File: src/rtl/pfa_pkg.sv
// Package: shared types, constants and lookup functions for the packed field array.
`default_nettype none

package pfa_pkg;

   localparam int STORE_WORDS  = 1024;
   localparam int ADDR_W       = (STORE_WORDS > 1) ? $clog2(STORE_WORDS) : 1;
   localparam int WORD_W       = 32;
   localparam int INDEX_W      = 15;
   localparam int WIDTH_W      = 6;
   localparam int COUNT_W      = 16;
   localparam int CSR_INDEX_W  = 4;
   localparam int CSR_DATA_W   = 16;
   localparam int RECIP_W      = 21;
   localparam int RECIP_SHIFT  = 20;

   typedef enum logic [1:0] {
      CMD_GET   = 2'd0,
      CMD_SET   = 2'd1,
      CMD_CLEAR = 2'd2
   } cmd_type;

   typedef enum logic [CSR_INDEX_W-1:0] {
      CSR_BITS_PER_ENTRY = 4'd0,
      CSR_ENTRY_COUNT    = 4'd1
   } csr_index_type;

   typedef enum logic [1:0] {
      ST_CLEAR,
      ST_IDLE,
      ST_MODIFY
   } state_type;

   typedef struct packed {
      logic [1:0]         command;
      logic [INDEX_W-1:0] index;
      logic [WORD_W-1:0]  value;
   } req_type;

   typedef struct packed {
      logic [WORD_W-1:0] read_value;
      logic              index_error;
   } rsp_type;

   // Location of one entry: word number and range check.
   typedef struct packed {
      logic [INDEX_W-1:0] word_index;
      logic               err;
   } loc_type;

   // Item held between the read and the write-back.
   typedef struct packed {
      logic [1:0]         command;
      logic [INDEX_W-1:0] index;
      logic [WORD_W-1:0]  value;
      loc_type            loc;
   } op_type;

   // Clamp the configured width into 1..32.
   function automatic logic [WIDTH_W-1:0] eff_width(input logic [WIDTH_W-1:0] w);
      logic [WIDTH_W-1:0] r;
      if (w == '0) begin
         r = WIDTH_W'(1);
      end else if (w > WIDTH_W'(WORD_W)) begin
         r = WIDTH_W'(WORD_W);
      end else begin
         r = w;
      end
      return r;
   endfunction

   // ceil(2^20 / entries_per_word), exact for every 15-bit index.
   function automatic logic [RECIP_W-1:0] recip_of(input logic [WIDTH_W-1:0] w);
      logic [RECIP_W-1:0] r;
      unique case (w)
         6'd1:                                   r = 21'd32768;
         6'd2:                                   r = 21'd65536;
         6'd3:                                   r = 21'd104858;
         6'd4:                                   r = 21'd131072;
         6'd5:                                   r = 21'd174763;
         6'd6:                                   r = 21'd209716;
         6'd7, 6'd8:                             r = 21'd262144;
         6'd9, 6'd10:                            r = 21'd349526;
         6'd11, 6'd12, 6'd13, 6'd14, 6'd15, 6'd16: r = 21'd524288;
         default:                                r = 21'd1048576;
      endcase
      return r;
   endfunction

   // Bits used per word: entries_per_word * width.
   function automatic logic [WIDTH_W-1:0] span_of(input logic [WIDTH_W-1:0] w);
      logic [WIDTH_W-1:0] r;
      unique case (w)
         6'd1, 6'd2, 6'd4, 6'd8:                 r = 6'd32;
         6'd3, 6'd5, 6'd6, 6'd10:                r = 6'd30;
         6'd7:                                   r = 6'd28;
         6'd9:                                   r = 6'd27;
         6'd11, 6'd12, 6'd13, 6'd14, 6'd15, 6'd16: r = {w[4:0], 1'b0};
         default:                                r = w;
      endcase
      return r;
   endfunction

endpackage

`default_nettype wire

File: src/rtl/pfa_locate.sv
// Entry locator: word number by reciprocal multiply, plus the range check.
`default_nettype none

module pfa_locate import pfa_pkg::*; (
   input  wire logic [INDEX_W-1:0] index,
   input  wire logic [WIDTH_W-1:0] width,
   input  wire logic [COUNT_W-1:0] entry_count,
   output loc_type                 loc
);

   localparam int PROD_W = INDEX_W + RECIP_W;

   logic [PROD_W-1:0] quot_prod;
   logic [INDEX_W-1:0] word_index;

   always_comb begin
      quot_prod  = PROD_W'(index) * PROD_W'(recip_of(width));
      word_index = quot_prod[RECIP_SHIFT +: INDEX_W];
      loc.word_index = word_index;
      loc.err = (COUNT_W'(index) >= entry_count) ||
                (17'(word_index) >= 17'(STORE_WORDS));
   end

endmodule

`default_nettype wire

File: config.mk
export PLATFORM = sky130hd
export DESIGN_NAME = pfa_locate
export DESIGN_NICKNAME = d
export VERILOG_FILES = /design/src/rtl/pfa_pkg.sv /design/src/rtl/pfa_locate.sv
export SDC_FILE = /design/constraint.sdc
export NUM_CORES = 1
export LEC_CHECK = 0
export ABC_CLOCK_PERIOD_IN_PS = 26800
export BUFFER_PORTS_ARGS = -buffer_cell sky130_fd_sc_hd__buf_2
export CORE_MARGIN = 2
export CORE_UTILIZATION = 50
export DETAILED_ROUTE_END_ITERATION = 8
export GPL_TIMING_DRIVEN = 0
export PLACE_DENSITY = 0.72
export SYNTH_ARGS = -nofsm -noshare
export SYNTH_HDL_FRONTEND = slang
export SYNTH_SLANG_ARGS = --single-unit
File: constraint.sdc
create_clock -name vclk -period 26.8
set_clock_uncertainty 0.05 [all_clocks]
set_input_delay 6.7 -clock vclk [all_inputs]
set_output_delay 6.7 -clock vclk [all_outputs]
set_load 0.01 [all_outputs]
* After elaboration in Yosys (flattened, before gate mapping) *
Memory sizes are Yosys's and may differ from the RTL's.
Cells that the tools add are included.

storage, ports and cells
  register bits = 0
  bits in read-only memories = 672
  input port bits = 37
  output and inout port bits = 16
  logic and storage cells = 6
  memories = 1

memories
  name             words  width  rd ports  clocked after memory_dff  wr ports  line           source
  (no name shown)  32     21     1         0                         0         pfa_pkg.sv:75  unique case (w)

cells by class
  multipliers = 1
  magnitude comparators = 2
  mux-type cells = 1
  reduce and logical (&&, ||, !) cells = 1

operators by type and width
  kind                                                                 count
  multiplier 15 x 21 -> 35 bit                                         1
  2-to-1 mux 21 bit                                                    1
  greater-or-equal comparator 15 x 16 -> 1 bit                         1
  greater-or-equal comparator 15 x 11 -> 1 bit, second input constant  1
  logical OR 1 bit                                                     1

* Depth between registers and ports, before layout *
An unclocked memory read counts as a cell.

  depth after elaboration = 5
  depth in mapped cells = 28
  depth with buffers taken out = 27

* Worst setup path before layout *
No wires, ideal clock.

  path type = input -> output
  from = input port width[2]
  to = output port loc[0] (netlist bit)
  arrival = 13.434 ns
  required time = 20.050 ns
  slack = 6.616 ns
  stages = 25
  path buffers = 2
  cell sequence = clkbuf_1 > nand2_1 > a21o_2 > a211oi_1 > clkbuf_1 > and2_1 > fa_1 > fa_1 > inv_1 > fa_1 > inv_1 > fa_1 > fa_1 > inv_1 > fa_1 > inv_1 > ha_1 > a211oi_1 > and2_1 > and4_1 > a211o_2 > a21oi_4 > a41o_1 > or3_2 > a2111o_1

RTL lines
  what             line             source
  start, declared  pfa_locate.sv:6  input wire logic [WIDTH_W-1:0] width,
  end, declared    pfa_locate.sv:8  output loc_type loc

==> results.txt <==
Status: completed
Fin crit period: 22020 ps
Share of cells above drive strength 1: 6.836%
Mapped Area: 8772 sq um
Synth Area in Compound Gates: 6.333%
PwrDens: 14.59 nW/um^2
RSZ-0062 raised after global routing: false
# Post-CTS Setup Buffers: 0
Via count: 6517
Die ar.: 18620 sq um
GRT Resource Usage Total: 23.76%
Slew Limit Headroom: 6.451%
Layout clock buffers: 0
Highest Clock Rate: 45.41 MHz
Synth Area in Simple Gates: 15.85%
Total wire length: 20630 microns
PostCTS Resize Cnt: 0
Inst Count DP: 1249
Final hold violations: 0
Largest family of logic cells by synthesized area: adder cells
Multiplexer share of the synthesized area: 0%
Slew @ Worst Pin: 1395 ps
WP data arrival: 15270 ps
Worst setup EP type: primary output
Die Ht: 136.5 microns
Detailed Routing Iterations Pass 1: 4
Leakage: 5.399 nW
GR peak layer: met2
N_diodes: 0
Startpoint class of the critical path: primary input
Met3 Use GR: 3.579%
Global-route wire length before repair: 33820 microns
Antenna violations before repair: 0
Post-synth net total: 1329
HPWL Detailed: 18770 microns
GRT overflow: 0
Final Cycle Share: 82.17%
Largest net degree at the start of global routing: 11
Core area: 17240 sq um
Post-Syn Instances: 972
Post-route DRC: 0
Peak VDD IR: 24.36 uV
IO Pins: 53
Via-to-Cell Ratio: 5.218
Register area share after synthesis: 0%
Synth Warn #: 0
Final GP Congestion: 0.9740
M2 GR Usage: 40.79%
Chip width: 136.5 microns
Final Core Density: 54.04%
Initial Utilization: 50.89%
Max-slew violations: 0
Setup CP Type: in2out
Avg Synthesized Cell Area: 9.025 sq um
Critical Path RT: 20050 ps
Detailed Route Iter0 Violations: 321
Final nets: 1383
Row count: 48
XOR/XNOR Fraction of Synth Area: 1.997%
Area Overhead vs Synth: 6.176%
GRT met1 Usage: 31.78%
ANT nets after route: 0
Vias in the first global route: 6714
Adder-cell share of the synthesized area: 63.36%
Max-Cap Viols: 0
Port Buffers: 52
Yosys cell types: 53
Seq. cell area: 0 sq um
Fin Setup TNS: 0 ps
Hold Path Class: in2out
Final sequential cell count: 0
Routed WL per cell: 16.52 microns
Setup Viol. Count Final: 0
Non-Filler Instances: 1249
Hold buffers post-CTS: 0
Max FO, Critical Path: 10
[power breakdown]
part,internal (mW),switching [mW],total (mW)
combinational,0.0560,0.0798,0.136
sequential,0,0,0
clock,0,0,0
total,0.0560,0.0798,0.136
[synthesized netlist by cell type, drive strengths merged, types with 4 or more instances]
library cell / instances / area, sq um
a211oi: 4 / 30.03
a21o: 11 / 83.83
a21oi: 23 / 130.1
and2: 95 / 594.3
and3: 5 / 31.28
clkbuf: 29 / 108.9
fa: 207 / 4144
ha: 113 / 1414
inv: 258 / 968.4
nand2: 100 / 375.4
nand2b: 8 / 50.05
nand3: 8 / 45.04
nor2: 17 / 63.81
nor3: 6 / 30.03
nor4: 8 / 65.06
o21a: 4 / 30.03
o21ai: 7 / 35.03
or2: 8 / 50.05
xnor2: 12 / 105.1
xor2: 8 / 70.07
[kinds of logic after synthesis]
group,count (synthesis)
adder cells (fa/ha/maj),320
buffers and inverters,289
XOR/XNOR,20
AND/OR/NAND/NOR,266
AO/OA/AOI/OAI,77
[layer usage]
metal | wire length (microns) | share of wire, %
met5 | 0 | 0
met4 | 628 | 3.0
met3 | 1282 | 6.2
met2 | 10150 | 49
met1 | 8569 | 42
[cell usage in the layout, fill, tap and decap left out, types with 2 or more instances in the layout]
| cell | instances |
|---|---|
| a2111oi_0 | 2 |
| inv_1 | 258 |
| nand3_1 | 7 |
| and2_1 | 95 |
| nand2b_1 | 8 |
| nor4_1 | 7 |
| nor3_1 | 6 |
| o2111ai_1 | 2 |
| a21boi_0 | 2 |
| o21bai_1 | 2 |
| ha_1 | 113 |
| xnor2_1 | 12 |
| fa_1 | 207 |
| and4_1 | 3 |
| o211ai_1 | 3 |
| nor2_1 | 17 |
| o21a_1 | 4 |
| and3_1 | 5 |
| clkbuf_1 | 29 |
| nand4_1 | 2 |
| nand2_1 | 100 |
| or2_2 | 8 |
| a21oi_1 | 21 |
| xor2_1 | 8 |
| a21o_1 | 10 |
| a211oi_1 | 4 |
| a41oi_1 | 2 |
| o21ai_0 | 7 |
| a221o_1 | 2 |
| a41o_1 | 2 |
| buf_2 | 53 |
| o211a_1 | 2 |
[worst paths after layout]
path | from | to | slack (ps) | depth (start not counted)
min | index[14] | loc[15] | 13930 | 5
max | width[2] | loc[0] | 4780 | 27
[metrics by stage]
stage	worst slack [ps]	cell area [sq um]	total power, mW	hold slack (ps)
global route	4437	9314	0.1551	14000
floorplan	6616	8772	0.09634	13630
global placement	4925	9314	0.1337	13940
CTS	4876	9314	0.1376	13950
finish	4779	9314	0.1359	13930
detailed placement	4875	9314	0.1359	13940
[layout make-up]
| cell class | count | area (sq um) |
|---|---|---|
| fillers | 1586 | 7923 |
| multi-input cells | 683 | 7679 |
| inverters | 258 | 968.4 |
| well taps | 225 | 281.5 |
| repair buffers | 52 | 260.3 |
| plain buffers | 31 | 125.1 |
[critical path, stage by stage]
cell	delay, ps
buf_2	100
clkbuf_1	280
nand2_1	150
a21o_2	230
a211oi_1	1130
clkbuf_1	510
and2_1	220
fa_1	500
fa_1	650
inv_1	80
fa_1	500
inv_1	50
fa_1	450
fa_1	530
inv_1	50
fa_1	470
inv_1	50
ha_1	320
a211oi_1	260
nand2_1	120
o2111ai_1	280
a211o_2	300
a21oi_4	100
a41o_1	260
or3_2	420
a2111o_1	400
buf_2	140
No activity file was read; power rests on OpenSTA's default activity.
